**config.mk**
```make
export PLATFORM = sky130hd
export DESIGN_NAME = ple_ctrl_flat
export DESIGN_NICKNAME = d
export VERILOG_FILES = /design/src/ple_pkg.sv /design/src/ple_ifs.sv /design/src/ple_ctrl.sv /design/src/flat_wrapper.sv
export SDC_FILE = /design/constraint.sdc
export NUM_CORES = 1
export LEC_CHECK = 0
export ABC_CLOCK_PERIOD_IN_PS = 2700
export BUFFER_PORTS_ARGS = -buffer_cell sky130_fd_sc_hd__buf_2
export CAP_MARGIN = 20
export CELL_PAD_IN_SITES_DETAIL_PLACEMENT = 0
export CELL_PAD_IN_SITES_GLOBAL_PLACEMENT = 1
export CORE_MARGIN = 5
export CORE_UTILIZATION = 35
export CTS_CLUSTER_SIZE = 24
export DETAILED_ROUTE_END_ITERATION = 8
export PLACE_DENSITY = 0.8
export SLEW_MARGIN = 40
export SYNTH_ARGS = -nofsm -noshare
export SYNTH_HDL_FRONTEND = slang
export SYNTH_SLANG_ARGS = --single-unit
```
**constraint.sdc**
```tcl
create_clock -name clk -period 2.7 [get_ports clk]
set_input_delay 0.54 -clock clk [delete_from_list [all_inputs] [get_ports clk]]
set_output_delay 0.54 -clock clk [all_outputs]
set_load 0.1 [all_outputs]
```
**src/ple_pkg.sv**
```systemverilog
// shared types and constants for the positional list engine
// no dependencies; imported by every module of the block

package ple_pkg;

	// payload widths fixed by the word format
	localparam int DATA_W = 32;
	localparam int MODE_W = 3;
	localparam int POS_W  = 7;
	localparam int IDX_W  = 6;
	localparam int CNT_W  = 7;
	localparam int ST_W   = 2;

	// default list depth
	localparam int PLE_DEPTH = 64;

	// request operation codes
	typedef enum logic [MODE_W-1:0] {
		OP_INSERT = 3'd0,
		OP_REMOVE = 3'd1,
		OP_READ   = 3'd2,
		OP_WRITE  = 3'd3,
		OP_SEARCH = 3'd4
	} op_t;

	// response status codes
	typedef enum logic [ST_W-1:0] {
		ST_OK    = 2'd0,
		ST_RANGE = 2'd1,
		ST_FULL  = 2'd2,
		ST_EMPTY = 2'd3
	} status_t;

	// sequencer states
	typedef enum logic {
		S_IDLE = 1'b0,
		S_SCAN = 1'b1
	} state_t;

	// command broadcast from the sequencer to every cell
	typedef struct packed {
		logic ins;
		logic rem;
		logic wr;
		logic rot;
	} cell_cmd_t;

endpackage

```
**src/ple_ifs.sv**
```systemverilog
// request and response channel interfaces for the positional list engine
// depends on nothing; widths match ple_pkg

interface ple_req_if;
	logic               valid;
	logic               ready;
	logic [2:0]         mode;
	logic [6:0]         position;
	logic signed [31:0] data_in;

	modport source (output valid, output mode, output position, output data_in, input ready);
	modport sink   (input valid, input mode, input position, input data_in, output ready);
endinterface

interface ple_rsp_if;
	logic               valid;
	logic               ready;
	logic signed [31:0] data_out;
	logic [5:0]         found_index;
	logic               found;
	logic [6:0]         entry_count;
	logic [1:0]         status;

	modport source (output valid, output data_out, output found_index, output found,
		output entry_count, output status, input ready);
	modport sink   (input valid, input data_out, input found_index, input found,
		input entry_count, input status, output ready);
endinterface

```
**src/ple_ctrl.sv**
```systemverilog
// request decoder, scan sequencer and response register
// depends on ple_pkg and the channel interfaces in ple_ifs

module ple_ctrl import ple_pkg::*; #(
	parameter int DEPTH = PLE_DEPTH,
	parameter int CW    = 7,
	parameter int PW    = 7
) (
	input  logic                     clk,
	input  logic                     arst_n,
	ple_req_if.sink                  req,
	ple_rsp_if.source                rsp,
	input  logic signed [DATA_W-1:0] head,
	output cell_cmd_t                cmd,
	output logic [PW-1:0]            pos,
	output logic [PW-1:0]            count,
	output logic signed [DATA_W-1:0] value
);

	localparam logic [CW-1:0] DEPTH_V = CW'(DEPTH);

	state_t                   state_q, state_n;
	logic [CW-1:0]            count_q, count_n;
	logic                     rsp_valid_q, rsp_valid_n;
	logic signed [DATA_W-1:0] data_out_q, data_out_n;
	logic [IDX_W-1:0]         fidx_q, fidx_n;
	logic                     found_q, found_n;
	status_t                  status_q, status_n;
	op_t                      op_q, op_n;
	logic [PW-1:0]            pos_q, pos_n;
	logic signed [DATA_W-1:0] val_q, val_n;
	logic [CW-1:0]            step_q, step_n;
	logic                     hit_q, hit_n;
	logic [IDX_W-1:0]         hidx_q, hidx_n;
	logic signed [DATA_W-1:0] rd_q, rd_n;
	logic                     accept;
	logic [PW-1:0]            req_pos;
	logic [PW-1:0]            cnt_x;
	logic                     last;

	assign req.ready = (state_q == S_IDLE) && (!rsp_valid_q || rsp.ready);
	assign accept    = req.valid && req.ready;
	assign req_pos   = PW'(req.position);
	assign cnt_x     = PW'(count_q);
	assign last      = (CW'(step_q + 1'b1) == count_q);

	// cells see the request directly in idle, the latched one while scanning
	assign pos   = (state_q == S_IDLE) ? req_pos : pos_q;
	assign value = (state_q == S_IDLE) ? req.data_in : val_q;
	assign count = cnt_x;

	// next state, cell command and response
	always_comb begin
		state_n     = state_q;
		count_n     = count_q;
		rsp_valid_n = rsp_valid_q && !rsp.ready;
		data_out_n  = data_out_q;
		fidx_n      = fidx_q;
		found_n     = found_q;
		status_n    = status_q;
		op_n        = op_q;
		pos_n       = pos_q;
		val_n       = val_q;
		step_n      = step_q;
		hit_n       = hit_q;
		hidx_n      = hidx_q;
		rd_n        = rd_q;
		cmd         = '0;
		unique case (state_q)
			S_IDLE: begin
				if (accept) begin
					op_n       = op_t'(req.mode);
					pos_n      = req_pos;
					val_n      = req.data_in;
					step_n     = '0;
					hit_n      = 1'b0;
					hidx_n     = '0;
					rd_n       = '0;
					data_out_n = '0;
					fidx_n     = '0;
					found_n    = 1'b0;
					status_n   = ST_OK;
					rsp_valid_n = 1'b1;
					unique case (req.mode)
						OP_INSERT: begin
							if (req_pos > cnt_x) begin
								status_n = ST_RANGE;
							end else if (count_q == DEPTH_V) begin
								status_n = ST_FULL;
							end else begin
								cmd.ins = 1'b1;
								count_n = CW'(count_q + 1'b1);
							end
						end
						OP_REMOVE: begin
							if (count_q == '0) begin
								status_n = ST_EMPTY;
							end else if (req_pos >= cnt_x) begin
								status_n = ST_RANGE;
							end else begin
								cmd.rem = 1'b1;
								count_n = CW'(count_q - 1'b1);
							end
						end
						OP_WRITE: begin
							if (count_q == '0) begin
								status_n = ST_EMPTY;
							end else if (req_pos >= cnt_x) begin
								status_n = ST_RANGE;
							end else begin
								cmd.wr = 1'b1;
							end
						end
						OP_READ: begin
							if (count_q == '0) begin
								status_n = ST_EMPTY;
							end else if (req_pos >= cnt_x) begin
								status_n = ST_RANGE;
							end else begin
								rsp_valid_n = 1'b0;
								state_n     = S_SCAN;
							end
						end
						OP_SEARCH: begin
							if (count_q == '0) begin
								status_n = ST_EMPTY;
							end else begin
								rsp_valid_n = 1'b0;
								state_n     = S_SCAN;
							end
						end
						default: begin
						end
					endcase
				end
			end
			S_SCAN: begin
				// rotate the live entries by one; head holds entry step_q
				cmd.rot = 1'b1;
				if (op_q == OP_READ && PW'(step_q) == pos_q)
					rd_n = head;
				if (op_q == OP_SEARCH && !hit_q && head == val_q) begin
					hit_n  = 1'b1;
					hidx_n = IDX_W'(step_q);
				end
				step_n = CW'(step_q + 1'b1);
				if (last) begin
					data_out_n  = (op_q == OP_READ) ? rd_n : '0;
					found_n     = hit_n;
					fidx_n      = hit_n ? hidx_n : '0;
					status_n    = ST_OK;
					rsp_valid_n = 1'b1;
					state_n     = S_IDLE;
				end
			end
			default: begin
				state_n = S_IDLE;
			end
		endcase
	end

	// control state
	always_ff @(posedge clk or negedge arst_n) begin
		if (!arst_n) begin
			state_q     <= S_IDLE;
			count_q     <= '0;
			rsp_valid_q <= 1'b0;
		end else begin
			state_q     <= state_n;
			count_q     <= count_n;
			rsp_valid_q <= rsp_valid_n;
		end
	end

	// payload and scan registers
	always_ff @(posedge clk) begin
		data_out_q <= data_out_n;
		fidx_q     <= fidx_n;
		found_q    <= found_n;
		status_q   <= status_n;
		op_q       <= op_n;
		pos_q      <= pos_n;
		val_q      <= val_n;
		step_q     <= step_n;
		hit_q      <= hit_n;
		hidx_q     <= hidx_n;
		rd_q       <= rd_n;
	end

	// response word
	assign rsp.valid       = rsp_valid_q;
	assign rsp.data_out    = data_out_q;
	assign rsp.found_index = fidx_q;
	assign rsp.found       = found_q;
	assign rsp.entry_count = CNT_W'(count_q);
	assign rsp.status      = status_q;

endmodule

```
**src/flat_wrapper.sv**
```systemverilog
// flat-port wrapper written by rule: the top's interface ports become plain ports
module ple_ctrl_flat import ple_pkg::*;
#(
	parameter int DEPTH = PLE_DEPTH,
	parameter int CW    = 7,
	parameter int PW    = 7
)
  (clk, arst_n, head, cmd, pos, count, value, req_valid, req_mode, req_position, req_data_in, req_ready, rsp_valid, rsp_data_out, rsp_found_index, rsp_found, rsp_entry_count, rsp_status, rsp_ready);
  ple_req_if req_i ();
  ple_rsp_if rsp_i ();
  input  logic clk;
  input  logic arst_n;
  input  logic signed [DATA_W-1:0] head;
  output cell_cmd_t cmd;
  output logic [PW-1:0] pos;
  output logic [PW-1:0] count;
  output logic signed [DATA_W-1:0] value;
  input wire logic [$bits(req_i.valid)-1:0] req_valid;
  input wire logic [$bits(req_i.mode)-1:0] req_mode;
  input wire logic [$bits(req_i.position)-1:0] req_position;
  input wire logic [$bits(req_i.data_in)-1:0] req_data_in;
  output wire logic [$bits(req_i.ready)-1:0] req_ready;
  output wire logic [$bits(rsp_i.valid)-1:0] rsp_valid;
  output wire logic [$bits(rsp_i.data_out)-1:0] rsp_data_out;
  output wire logic [$bits(rsp_i.found_index)-1:0] rsp_found_index;
  output wire logic [$bits(rsp_i.found)-1:0] rsp_found;
  output wire logic [$bits(rsp_i.entry_count)-1:0] rsp_entry_count;
  output wire logic [$bits(rsp_i.status)-1:0] rsp_status;
  input wire logic [$bits(rsp_i.ready)-1:0] rsp_ready;
  assign req_i.valid = req_valid;
  assign req_i.mode = req_mode;
  assign req_i.position = req_position;
  assign req_i.data_in = req_data_in;
  assign req_ready = req_i.ready;
  assign rsp_valid = rsp_i.valid;
  assign rsp_data_out = rsp_i.data_out;
  assign rsp_found_index = rsp_i.found_index;
  assign rsp_found = rsp_i.found;
  assign rsp_entry_count = rsp_i.entry_count;
  assign rsp_status = rsp_i.status;
  assign rsp_i.ready = rsp_ready;
  ple_ctrl #(.DEPTH(DEPTH), .CW(CW), .PW(PW)) u_core (.clk(clk), .arst_n(arst_n), .req(req_i), .rsp(rsp_i), .head(head), .cmd(cmd), .pos(pos), .count(count), .value(value));
endmodule
```
==> impl_results.md <==
- Post-Place Cells: 976
- Routed Antenna Nets: 0
- DRC Markers: 0
- CTS buffer count: 17
- Critical Path Source Type: flip-flop
- Area contributors post-synth: edfxtp_1, nor2b_1, mux2_1
- Hold Path Class: input port to flip-flop
- Delay-heaviest family, CP: simple AND/OR/NAND/NOR gates
- CP startpoint: u_core.count[0]$_DFFE_PN0P_
- 1st-pass router iterations: 4
- Crit path required time: 2.16 ns
- Max-slew violation count: 0
- Total track usage: 15.3%
- Nets: 829
- Tcrit/Tclk final: 110%
- Hold Vio Cnt, Final: 0
- Area growth syn-to-layout: 30.7%
- Global-route wire length before repair: 28100 um
- Final min period: 2.97 ns
- Starting Density: 35.2%
- Clk sinks: 138
- GPL Wtd Cong: 0.809
- Worst path bufs/invs: 2
- RSZ-0062 raised after global routing: yes
- HPWL after DPL: 13000 um
- FF-to-FF Start: u_core.step_q[0]$_SDFFCE_PN0P_
- Status: complete, but fails checks
- Worst-path maximum fanout: 3
- Commonest register cell after synthesis: edfxtp_1
- Post-synth EDFFs: 129
- Rel. slew slack: 60.7%
- Distinct cell type count after synthesis: 55
- Core Box Area: 20000 um2
- Yosys top cell by area: edfxtp_1
- Max clock buf depth: 2
- # rows: 52
- CTS tree: yes
- Antenna Cells: 0
- Layout Cells excl Fill: 1018
- Via density: 4.73
- CP Capture Type: output pin
- Chip Height: 152 um
- Synth top area share: 54.9%
- Max Freq: 0.337 GHz
- Final WS setup: -0.267 ns
- WL final: 17900 um
- R2r setup slk: 0.24 ns
- CP cell instances: or4_4 > or3_4 > or2_1 > nand4_2 > clkinvlp_4 > buf_12
- Clock-pin slew on the worst setup and hold paths: 0.06 ns
- Pin count of the biggest net entering global routing: 47
- Skew-Pair Late Insertion Delay: 0.41 ns
- Worst path slowest cell: or4_4
- Max_cap viols: 0
- Synth async-reset ratio: 6.52%
- Worst slew pin tran: 0.589 ns
- Crit path kind: flip-flop to output pin
- Critical Path AT: 2.43 ns
- Warnings, synthesis: 0
- HP Start: req_data_in[8]
- Syn avg cell area: 13.4 um2
- Layout cell share with drive strength beyond 1: 37.2%
- DR iter-0 viols: 218
- GRT overflow: 0
- DR WL/cell: 17.5 um
- Mapped Cells: 528
- Post-synthesis sequential area ratio: 58.1%
- H-tree depth: 4
- Failing checks: negative setup slack
- Antenna violations before repair: 1
- Final Setup Violations: 3
- Vias: 4820
- Syn_nets: 620
- Synth Register Bits: 138
- Root buffer cell: clkbuf_16
- Post-Syn Area: 7060 um2
- Port bufs: 177
- Ports: 178
- Slowest cell delay on critical path: 0.55 ns
- Setup Skew: 0.00720 ns
- Number of global-route vias before repair: 5015
- Die area: 23100 um2
- Die width: 152 um
## routing by layer
layer  part of all wire, %  track usage, %  up-vias
met4                   1.2            3.94        2
li1                      -               -     2335
met2                    46            24.4      161
met3                   5.7            3.98       18
met5                 0.073               0        -
met1                    48            21.0     2304
## final timing paths
path | end | depth (start not counted)
worst min-delay path | u_core.val_q[8]$_DFFE_PP_ | 1
max in group asynchronous | u_core.count[6]$_DFFE_PN0P_ | 2
min in group asynchronous | u_core.count[5]$_DFFE_PN0P_ | 2
worst min register to register | u_core.rsp.valid$_DFF_PN0_ | 2
worst max-delay path | cmd[3] | 6
worst max register to register | u_core.rsp.data_out[13]$_SDFFCE_PN0P_ | 8
## per-stage QoR
stage	TNS [ns]	area, um2	util, %	hold slack (ns)	setup WS [ns]
after global placement	0	8570	42.8	0.418	0.0593
after detailed placement	0	8570	42.8	0.420	0.00868
after floorplan	-1.13	7150	-	0.244	-0.285
final	-0.687	9220	46.0	0.315	-0.267
after CTS	-0.669	9200	45.9	0.293	-0.316
after global routing	-0.860	9220	46.0	0.293	-0.336
## sequential cells by signal, indices dropped and copies added (netlist names), 2 cells and up
signal                  flops
u_core.hidx_q               6
u_core.rsp.data_out        32
u_core.val_q               32
u_core.rsp.found_index      6
u_core.rd_q                32
u_core.rsp.status           2
u_core.op_q                 3
u_core.pos_q                7
u_core.step_q               7
u_core.count                7
## cell type report
class	count	area [um2]
timing repair buffer	220	1330
clock inverter	11	106
clock buffer	19	433
sequential	138	4130
tap	270	338
multi-input combinational	346	2830
inverter	14	58.8
fill	1890	10800
## cell families (layout without fill, tap and decap cells)
logic type | after synthesis | after routing | synth area share (%)
flops | 138 | 138 | 58.1
simple gates | 155 | 155 | 13.2
compound gates | 46 | 46 | 4.95
xor+xnor | 56 | 56 | 6.95
buf+inv | 44 | 264 | 2.89
mux | 75 | 75 | 11.4
fa+ha+maj | 14 | 14 | 2.59
## synthesized netlist by cell type, types with 2 or more instances
library cell,number
nor2b_1,72
mux2i_1,36
nor4_1,7
a21oi_1,11
a31oi_1,2
a21boi_1,12
xor2_1,27
xnor2_1,29
ha_1,13
mux2_1,38
or3b_1,2
clkbuf_1,17
and2_1,3
inv_1,13
buf_4,9
buf_2,4
nand3_1,16
a21bo_1,6
nand4_1,6
edfxtp_1,129
nand2_1,15
nor2_1,11
dfrtp_1,9
nand2b_1,4
nand2_2,2
o21ai_1,3
nor3_1,3
nor4b_1,2
## cell usage in the layout (no fill, tap or decap), types with 3 or more instances in the layout
cell type and instances:
a21bo_1 6, a21boi_1 12, a21oi_1 11, and2_1 3, buf_12 8, buf_2 173
buf_4 37, clkbuf_16 17, clkinv_2 6, dfrtp_4 8, edfxtp_1 129, ha_1 11
inv_1 10, mux2_1 38, mux2i_1 36, nand2_1 13, nand2_2 3, nand3_1 16
nand4_1 6, nor2_1 10, nor2b_1 71, nor4_1 7, o21ai_1 3, xnor2_1 29
xor2_1 27
## repair_timing
| item | in CTS | in global routing |
|---|---|---|
| hold buffers | 1 | 0 |
| pin swaps | 6 | 2 |
| endpoints found under the setup margin | 3 | 3 |
| resized for setup | 4 | 1 |
| setup buffers | 8 | 3 |
| endpoints found under the hold margin | 9 | 0 |
Power is not shown: default switching activity piles up to over one toggle a cycle in this logic, so the estimate is an artifact.
