## src/ple_pkg.sv

```systemverilog
// shared types and constants for the positional list engine
// no dependencies; imported by every module of the block

package ple_pkg;

	// payload widths fixed by the word format
	localparam int DATA_W = 32;
	localparam int MODE_W = 3;
	localparam int POS_W  = 7;
	localparam int IDX_W  = 6;
	localparam int CNT_W  = 7;
	localparam int ST_W   = 2;

	// default list depth
	localparam int PLE_DEPTH = 64;

	// request operation codes
	typedef enum logic [MODE_W-1:0] {
		OP_INSERT = 3'd0,
		OP_REMOVE = 3'd1,
		OP_READ   = 3'd2,
		OP_WRITE  = 3'd3,
		OP_SEARCH = 3'd4
	} op_t;

	// response status codes
	typedef enum logic [ST_W-1:0] {
		ST_OK    = 2'd0,
		ST_RANGE = 2'd1,
		ST_FULL  = 2'd2,
		ST_EMPTY = 2'd3
	} status_t;

	// sequencer states
	typedef enum logic {
		S_IDLE = 1'b0,
		S_SCAN = 1'b1
	} state_t;

	// command broadcast from the sequencer to every cell
	typedef struct packed {
		logic ins;
		logic rem;
		logic wr;
		logic rot;
	} cell_cmd_t;

endpackage

```

## src/ple_cell.sv

```systemverilog
// one list cell: holds one entry and takes data from its neighbors
// depends on ple_pkg for the command struct and data width

module ple_cell import ple_pkg::*; #(
	parameter int PW  = 7,
	parameter int IDX = 0
) (
	input  logic                     clk,
	input  cell_cmd_t                cmd,
	input  logic [PW-1:0]            pos,
	input  logic [PW-1:0]            count,
	input  logic signed [DATA_W-1:0] value,
	input  logic signed [DATA_W-1:0] left,
	input  logic signed [DATA_W-1:0] right,
	input  logic signed [DATA_W-1:0] head,
	output logic signed [DATA_W-1:0] data
);

	localparam logic [PW-1:0] IDX_V  = PW'(IDX);
	localparam logic [PW-1:0] NEXT_V = PW'(IDX + 1);

	logic signed [DATA_W-1:0] data_q;
	logic signed [DATA_W-1:0] data_n;

	// select the next entry value from the broadcast command
	always_comb begin
		data_n = data_q;
		if (cmd.ins) begin
			if (IDX_V > pos)
				data_n = left;
			else if (IDX_V == pos)
				data_n = value;
		end else if (cmd.rem) begin
			if (IDX_V >= pos)
				data_n = right;
		end else if (cmd.wr) begin
			if (IDX_V == pos)
				data_n = value;
		end else if (cmd.rot) begin
			if (NEXT_V == count)
				data_n = head;
			else if (NEXT_V < count)
				data_n = right;
		end
	end

	// entry storage
	always_ff @(posedge clk) begin
		data_q <= data_n;
	end

	assign data = data_q;

endmodule

```

## config.mk

```make
export PLATFORM = sky130hd
export DESIGN_NAME = ple_cell
export DESIGN_NICKNAME = d
export VERILOG_FILES = /design/src/ple_pkg.sv /design/src/ple_cell.sv
export SDC_FILE = /design/constraint.sdc
export NUM_CORES = 1
export LEC_CHECK = 0
export ABC_AREA = 0
export BUFFER_PORTS_ARGS = -buffer_cell sky130_fd_sc_hd__clkbuf_2
export CAP_MARGIN = 20
export CELL_PAD_IN_SITES_DETAIL_PLACEMENT = 0
export CELL_PAD_IN_SITES_GLOBAL_PLACEMENT = 1
export CORE_MARGIN = 8
export CORE_UTILIZATION = 30
export DETAILED_ROUTE_END_ITERATION = 6
export PLACE_DENSITY_LB_ADDON = 0.15
export SLEW_MARGIN = 30
export SYNTH_ARGS = -nofsm -noshare
export SYNTH_HDL_FRONTEND = slang
export SYNTH_SLANG_ARGS = --single-unit
```

## constraint.sdc

```tcl
create_clock -name clk -period 7.8 [get_ports clk]
set_input_delay 1.95 -clock clk [delete_from_list [all_inputs] [get_ports clk]]
set_output_delay 1.95 -clock clk [all_outputs]
set_load 0.005 [all_outputs]
```

==> impl_metrics.toml, run 1 <==
[setup_path]
rr_startpoint = "data[0]"
slowest_stage = "a21o_1"
criticalPathCategory = "primary input to register"
critPathRequiredTime_ns = 7.77
max_stage_delay_ns = 0.62
r2r_end = "data[0]"
cp-endpoint = "data[13]"
critPathLaunchType = "primary input"
arrival_ns = 4.13
path_cells = "clkbuf_2 -> nor4_1 -> nand2_4 -> nand2_1 -> a21o_1 -> buf_4"
r2r_setup_slack_ns = 6.65
startpoint = "pos[2]"
crit_fanout = 33
crit_path_end_kind = "register"
ff2ff_path_depth = 3

[logic_synthesis]
ys_seq_elements = 32
synth_flop_cell = "edfxtp_1"
synth-edff-count = 32
avgSynthCellArea_sq_um = 11.03
ys_async_sr_fraction = 0
synth.net_count = 346
synthDistinctLibCells = 22
ys_warn_count = 0
synthCells = 199
synth_area_sq_um = 2196
yosysSeqAreaShare = 0.4376

[clock_tree]
cts.sinks = 32
postCtsSetupRepairBufs = 0
clock_path_buffers = 2
cts_buffers = 5
ctsResizeCount = 0
clk_latency_ns = 0.28
ctsHoldBuffers = 0
path_clk_slew_ns = 0.07
tritoncts = "built"
cts.htree.levels = 2
cts-root-buf = "clkbuf_8"

[power_and_ir_drop]
switching_share = 0.2722
seq_power_share = 0.478
pwr_density_cell_nw_per_um2 = 154.6
p_int_mw = 0.3493
p_comb_frac = 0.267
total_leakage_power_nw = 1.583
p_switching_mw = 0.1306
vdd_ir_drop_max_mv = 0.07017
p_clk_frac = 0.255

[finish]
diodes = 0
final_nets = 481
drive_above_1_share = 0.5000
syn2layout_area_growth_pct = 41.42
layout_common_cells = "146 x clkbuf_2, 64 x o21ai_0, 32 x mux2i_1, 32 x edfxtp_1, 30 x a221o_1"
stdcell_area_sq_um = 3105
fill_cells = 736
largest_reg_flops = 32
layout_commonest_cell = "clkbuf_2"
instances_no_fill = 433

[placement]
dp.cells = 426
place.gp.congestion = 0.6812
portBuffers = 146
dpl_cell_area_sq_um = 3028
hpwl_mm = 5.536

[worst_hold_path]
hold_class = "register to register"
holdPathStages = 3
worstHoldStart = "data[3]"

[sta]
hold_ws_ns = 0.7757
layout_min_cycle_time_ns = 4.165
hold_viol = 0
worst_pin_slew_ns = 0.7479
slew_headroom = 0.5014
finClkSkew_ns = 0
fin_crit_sh = 0.5340
fmax_mhz = 240.1
fin_tns_setup_ns = 0
finalSetupViolCount = 0
drv_slew = 0
rsz0062_at_grt = "no"

[die]
io_pins = 179
die_h_microns = 101.6
initial_core_util = 0.3060
die_area_sq_um = 10310
rows = 31
coreArea_sq_um = 7176
die_w_microns = 101.6

[detailed_routing]
vias = 2226
drc = 0
post_drt_wl_per_cell_microns = 17.88
drt_iter0_drc = 96
antenna_left = 0
vias_per_cell = 5.141
drt_pass1_iterations = 4
drt-total-wl_mm = 7.740

[flow_run]
drv_cap = 0

[global_routing]
grt_pass1_wl_mm = 12.01
overflow = 0
grt_pass1_vias = 2390
antenna_found_initial = 0
grt_max_degree = 68
gr-usage-all-layers = 0.1470

[outcome]
status = "complete, no violations"
-- through the flow --
| stage | utilization | setup WS (ns) | power (mW) |
|---|---|---|---|
| final | 0.4328 | 3.635 | 0.4800 |
| after global routing | 0.4328 | 3.429 | 0.5097 |
| after CTS | 0.4328 | 3.543 | 0.4889 |
| after detailed placement | 0.4220 | 3.302 | 0.3631 |
| after global placement | 0.4098 | 3.064 | 0.3560 |
| after floorplan | - | 3.993 | 0.2927 |
-- critical path: cells and delay by family --
family / cells / cell delay [ns]
AOI/OAI and AO/OA: 1 / 0.62
buffers and inverters: 2 / 0.46
and+or+nand+nor: 3 / 1.08
-- synthesized netlist by cell type (2+ instances only) --
master / instances / area share
buf_6: 6 / 0.031
mux2i_1: 32 / 0.15
o21ai_0: 64 / 0.15
a221o_1: 30 / 0.14
nor2b_1: 2 / 0.0057
buf_2: 5 / 0.011
nand2_1: 2 / 0.0034
a221o_2: 2 / 0.010
clkbuf_1: 12 / 0.021
edfxtp_1: 32 / 0.44
-- power groups by stage --
stage | combinational [mW] | clock (mW) | sequential, mW
2_1_floorplan | 0.0583 | 0 | 0.234
3_3_place_gp | 0.124 | 0 | 0.232
3_5_place_dp | 0.130 | 0 | 0.233
4_1_cts | 0.131 | 0.128 | 0.229
5_1_grt | 0.143 | 0.134 | 0.233
6_report | 0.128 | 0.122 | 0.229
-- worst min-delay path by stage --
stage          slack, ns       to
6_report            0.78  data[3]
5_1_grt             0.81  data[9]
4_1_cts             0.78  data[9]
3_5_place_dp        0.75  data[1]
3_3_place_gp        0.75  data[7]
2_1_floorplan       0.74  data[0]
-- kinds of logic (layout without fill, tap and decap cells) --
logic type,count (synthesis),in the layout,synth area share
compound gates,99,99,0.3094
mux,32,32,0.1459
flops,32,32,0.4376
buf+inv,25,160,0.06780
simple gates,11,11,0.03931
-- per-layer routing --
| layer | wire length (microns) | vias to the layer above | share of wire | global-route usage |
|---|---|---|---|---|
| met2 | 3772 | 96 | 0.49 | 0.2470 |
| met1 | 3215 | 1041 | 0.42 | 0.1749 |
| li1 | - | 1082 | - | - |
| met4 | 53 | 0 | 0.0068 | 0.03780 |
| met5 | 0 | - | 0 | 0 |
| met3 | 698 | 7 | 0.090 | 0.04880 |
-- area by class of cell --
class,count,area (sq um),share of cell area
Clock inverter,1,5.005,0.001612
Sequential cell,32,960.9,0.3094
Multi-Input combinational cell,142,1104,0.3554
Clock buffer,6,72.57,0.02337
Timing Repair Buffer,152,835.8,0.2691
Tap cell,99,123.9,0.03989
Inverter,1,3.754,0.001209
Note: power is estimated with default switching activity, not from simulation.
==> run 2: changes to the inputs <==
Settings changed: CORE_UTILIZATION 30 to 27.
Clock period 7.8 ns to 3.86 ns, I/O delays scaled along.
==> impl_metrics.toml, run 2 (synthesized netlist as in run 1, its figures left out) <==
[die]
die_area_sq_um = 11270
rows = 33
coreArea_sq_um = 8051
io_pins = 179
die_w_microns = 106.2
initial_core_util = 0.2727
die_h_microns = 106.2

[finish]
final_nets = 483
syn2layout_area_growth_pct = 39.49
diodes = 0
drive_above_1_share = 0.5030
layout_commonest_cell = "clkbuf_2"
fill_cells = 832
ff_latch_area_sq_um = 960.9
layout_common_cells = "146 x clkbuf_2, 64 x o21ai_0, 32 x mux2i_1, 32 x edfxtp_1, 30 x a221o_1"
multi_input_area_sq_um = 1099
largest_reg_flops = 32

[global_routing]
grt_pass1_wl_mm = 12.48
overflow = 0
grt_max_degree = 41
gr-usage-all-layers = 0.1356
antenna_found_initial = 0
grt_pass1_vias = 2465

[clock_tree]
cts.sinks = 32
path_clk_slew_ns = 0.06
tritoncts = "built"
cts.htree.levels = 2
cts-root-buf = "clkbuf_8"
ctsResizeCount = 0
postCtsSetupRepairBufs = 0
clk_latency_ns = 0.27
clock_path_buffers = 2
ctsHoldBuffers = 0
cts_buffers = 5

[flow_run]
drv_cap = 0

[setup_path]
critPathRequiredTime_ns = 4.00
critical-path-top-delay-family = "buffers and inverters"
arrival_ns = 2.79
crit_path_end_kind = "register"
crit_buf_inv = 2
criticalPathCategory = "primary input to register"
path_cells = "clkbuf_2 -> or3_4 -> o22ai_4 -> buf_4 -> a221o_1"
max_stage_delay_ns = 0.47
critPathLaunchType = "primary input"
slowest_stage = "or3_4"
r2r_setup_slack_ns = 2.72
crit_fanout = 31

[detailed_routing]
drt_pass1_iterations = 4
drt-total-wl_mm = 7.756
post_drt_wl_per_cell_microns = 17.59
vias = 2240
antenna_left = 0
drc = 0
vias_per_cell = 5.079
drt_iter0_drc = 133

[sta]
finalSetupViolCount = 0
layout_min_cycle_time_ns = 2.645
hold_viol = 0
setup_slack_ns = 1.215
finClkSkew_ns = 0
rsz0062_at_grt = "no"
fin_tns_setup_ns = 0
fin_crit_sh = 0.6851
drv_slew = 0
worst_pin_slew_ns = 0.6285
slew_headroom = 0.5810
fmax_mhz = 378.1
hold_ws_ns = 0.7733

[power_and_ir_drop]
power.total_mw = 0.9591
vdd_ir_drop_max_mv = 0.1234
total_leakage_power_nw = 1.558
pwr_density_cell_nw_per_um2 = 313.1

[placement]
place_ws_ns = 0.8629
hpwl_mm = 5.604
portBuffers = 146
place.gp.congestion = 0.6663

[outcome]
status = "complete, no violations"

[worst_hold_path]
hold_class = "register to register"
-- run 2: cell types whose count changed in the layout (fill, tap and decap cells not counted) --
cell / previous run / this run
buf_16: 3 / 0
nand2_4: 1 / 0
nand2_2: 0 / 1
buf_4: 3 / 8
-- run 2: tightest hold or removal path: cells and delay by family (launching register included) --
family	cells	cell delay (ns)
mux	1	0.14
compound gates	2	0.20
flops	1	0.33
-- run 2: stage by stage --
stage               instance area (sq um)  std cells  utilization
finish                               3063        441       0.3804
floorplan                            2196        199            -
detailed placement                   2985        434       0.3708
CTS                                  3063        441       0.3804
global placement                     2985        434       0.3708
global route                         3063        441       0.3804
-- run 2: where the power goes --
part           switching (mW)  internal [mW]  total, mW
clock network           0.122          0.123      0.244
registers              0.0211          0.442      0.463
logic                   0.118          0.134      0.251
-- run 2: layout make-up --
| class | instances | area share |
|---|---|---|
| tap | 105 | 0.04289 |
| sequential | 32 | 0.3137 |
| timing repair buffer | 154 | 0.2582 |
| clock inverter | 1 | 0.001634 |
| clock buffer | 6 | 0.02369 |
| inverter | 1 | 0.001225 |
| multi-input combinational | 142 | 0.3587 |
-- run 2: final timing paths --
| check | startpoint | endpoint | depth (start not counted) |
|---|---|---|---|
| setup reg to reg | data[31] | data[31] | 3 |
| hold reg to reg | data[19] | data[19] | 3 |
| setup / recovery | cmd[3] | data[18] | 5 |
| hold / removal | data[19] | data[19] | 3 |
-- run 2: per-layer routing --
layer | global-route usage | vias up | part of all wire
li1 | - | 1083 | -
met2 | 0.2064 | 108 | 0.45
met1 | 0.1775 | 1047 | 0.45
met5 | 0 | - | 0
met4 | 0.02412 | 0 | 0.0030
met3 | 0.05566 | 2 | 0.095
==> run 3: changes to the inputs <==
Settings changed: ABC_AREA 0 to 1, CORE_UTILIZATION 27 to 26.
Clock period 3.86 ns to 2.2 ns, I/O delays scaled along.
==> impl_metrics.toml, run 3 <==
[outcome]
status = "complete, no violations"

[logic_synthesis]
synth.net_count = 491
synth_xor_area_frac = 0
avgSynthCellArea_sq_um = 7.998
yosysSeqAreaShare = 0.3492
muxShareOfSynthArea = 0
synth_common_cells = "75 x nand2_1, 68 x inv_1, 66 x nand3_1"
yosysMostFrequentCell = "nand2_1"
synth_flop_cell = "edfxtp_1"
synth_area_sq_um = 2751
synth_compound_area_frac = 0.008640
yosysTopAreaCell = "edfxtp_1"
synthAdderAreaFrac = 0
synth_top_family_by_area = "simple AND/OR/NAND/NOR gates"
ys_warn_count = 0
yosys.area_share.simple = 0.4957
synthDistinctLibCells = 19
synth_top_area_frac = 0.3492
ys_async_sr_fraction = 0
ys_seq_elements = 32
synth-edff-count = 32
synthCells = 344
synth.area.top_cells = "edfxtp_1 35%, nand2_4 13%, nand3_1 12%"

[setup_path]
crit_path_end_kind = "register"
slowest_stage = "nor2_4"
critPathLaunchType = "primary input"
startpoint = "cmd[2]"
arrival_ns = 1.79
path_cells = "clkbuf_2 -> inv_1 -> nor2_4 -> nor2_4 -> nand3_1 -> nand3_2"
crit_fanout = 32
r2r_end = "data[24]"
critical-path-top-delay-family = "simple AND/OR/NAND/NOR gates"
crit_buf_inv = 2
crit_top_cell = "nor2_4"
criticalPathCategory = "primary input to register"
rr_startpoint = "data[24]"
critPathRequiredTime_ns = 2.35
max_stage_delay_ns = 0.66
r2r_setup_slack_ns = 1.27
ff2ff_path_depth = 4

[die]
rows = 37
die_w_microns = 118.9
io_pins = 179
die_h_microns = 118.9
coreArea_sq_um = 10320
initial_core_util = 0.2665
die_area_sq_um = 14130

[detailed_routing]
drc = 0
drt_iter0_drc = 62
drt_pass1_iterations = 5
vias = 2640
antenna_left = 0
drt-total-wl_mm = 9.144
vias_per_cell = 4.211
post_drt_wl_per_cell_microns = 14.58

[clock_tree]
cts_buffers = 5
clk_latency_ns = 0.27
cts-root-buf = "clkbuf_8"
path_clk_slew_ns = 0.07
clock_path_buffers = 2
ctsResizeCount = 0
cts.htree.levels = 2
postCtsSetupRepairBufs = 0
cts.sinks = 32
ctsHoldBuffers = 0
tritoncts = "built"

[sta]
rsz0062_at_grt = "no"
fmax_mhz = 606.2
fin_crit_sh = 0.7498
worst_pin_slew_ns = 0.8643
fin_tns_setup_ns = 0
finClkSkew_ns = 0
hold_ws_ns = 0.5610
layout_min_cycle_time_ns = 1.650
drv_slew = 0
slew_headroom = 0.4224
finalSetupViolCount = 0
hold_viol = 0
setup_slack_ns = 0.5504

[worst_hold_path]
holdPathStages = 3
timing.hold.worst_endpoint = "data[22]"
worstHoldStart = "right[22]"
hold_class = "primary input to register"

[finish]
syn2layout_area_growth_pct = 35.20
diodes = 0
layout_commonest_cell = "clkbuf_2"
largest_reg_flops = 32
drive_above_1_share = 0.4827
layout_common_cells = "146 x clkbuf_2, 75 x nand2_1, 68 x inv_1"
final_core_util = 0.3603
fill_cells = 1153
final_nets = 638

[power_and_ir_drop]
power.total_mw = 1.796
total_leakage_power_nw = 2.205
pwr_density_cell_nw_per_um2 = 482.7
vdd_ir_drop_max_mv = 0.1885

[placement]
portBuffers = 146
place.gp.congestion = 0.7295
place_ws_ns = 0.1967
hpwl_mm = 7.035

[global_routing]
gr-usage-met3 = 0.04110
grt_use_met1 = 0.1437
gr-usage-all-layers = 0.1303
use_met2 = 0.2370
grt_max_degree = 33
antenna_found_initial = 1
grt-busiest-layer = "met2"
grt_pass1_wl_mm = 14.82
grt_pass1_vias = 3061
overflow = 0

[flow_run]
drv_cap = 0
==> run 3: cell types whose count changed in the layout (fill, tap and decap cells not counted), moves of 4 or more <==
cell,change
nor2_1,+7
nand2_1,+74
nand2_4,+31
o21ai_0,-64
mux2i_1,-32
inv_1,+67
nand3_1,+66
nand3_2,+30
a221o_1,-30
inv_2,+4
==> run 3: report_power, final <==
| part | internal, mW | switching [mW] | total (mW) | leakage, nW |
|---|---|---|---|---|
| logic | 0.256 | 0.289 | 0.545 | 1.83 |
| registers | 0.779 | 0.0440 | 0.823 | 0.335 |
| clock network | 0.215 | 0.212 | 0.427 | 0.0410 |
==> run 3: kinds of logic after synthesis <==
| logic type | after synthesis |
|---|---|
| buffers and inverters | 90 |
| and+or+nand+nor | 219 |
| DFF | 32 |
| AOI/OAI and AO/OA | 3 |
==> run 3: cell type report <==
cell class | instances | area (sq um) | area share
Clock buffer | 6 | 72.57 | 0.01951
Clock inverter | 1 | 5.005 | 0.001345
Inverter | 72 | 270.3 | 0.07265
Multi-Input combinational cell | 222 | 1395 | 0.3750
Sequential cell | 32 | 960.9 | 0.2583
Tap cell | 136 | 170.2 | 0.04574
Timing Repair Buffer | 158 | 845.8 | 0.2274
==> run 3: worst min-delay path, stage by stage <==
cell	delay (ns)
clkbuf_2	0.10
nand2_4	0.05
nand3_2	0.04
==> run 3: worst max path at each step <==
stage	cells past startpoint	to	slack, ns
4_1_cts	6	data[12]	0.49
3_3_place_gp	6	data[9]	0.22
2_1_floorplan	8	data[0]	0.17
6_report	6	data[12]	0.55
3_5_place_dp	6	data[27]	0.20
5_1_grt	8	data[29]	0.39
==> run 3: metrics by stage <==
stage,cells,cell area [sq um]
CTS,627,3720
floorplan,344,2759
detailed placement,620,3642
global route,627,3720
global placement,620,3642
finish,627,3720
==> run 3: layer usage <==
metal | vias up | wire, microns
met3 | 8 | 570
met1 | 1172 | 3852
met4 | 2 | 95
met5 | - | 13
li1 | 1371 | -
met2 | 87 | 4612
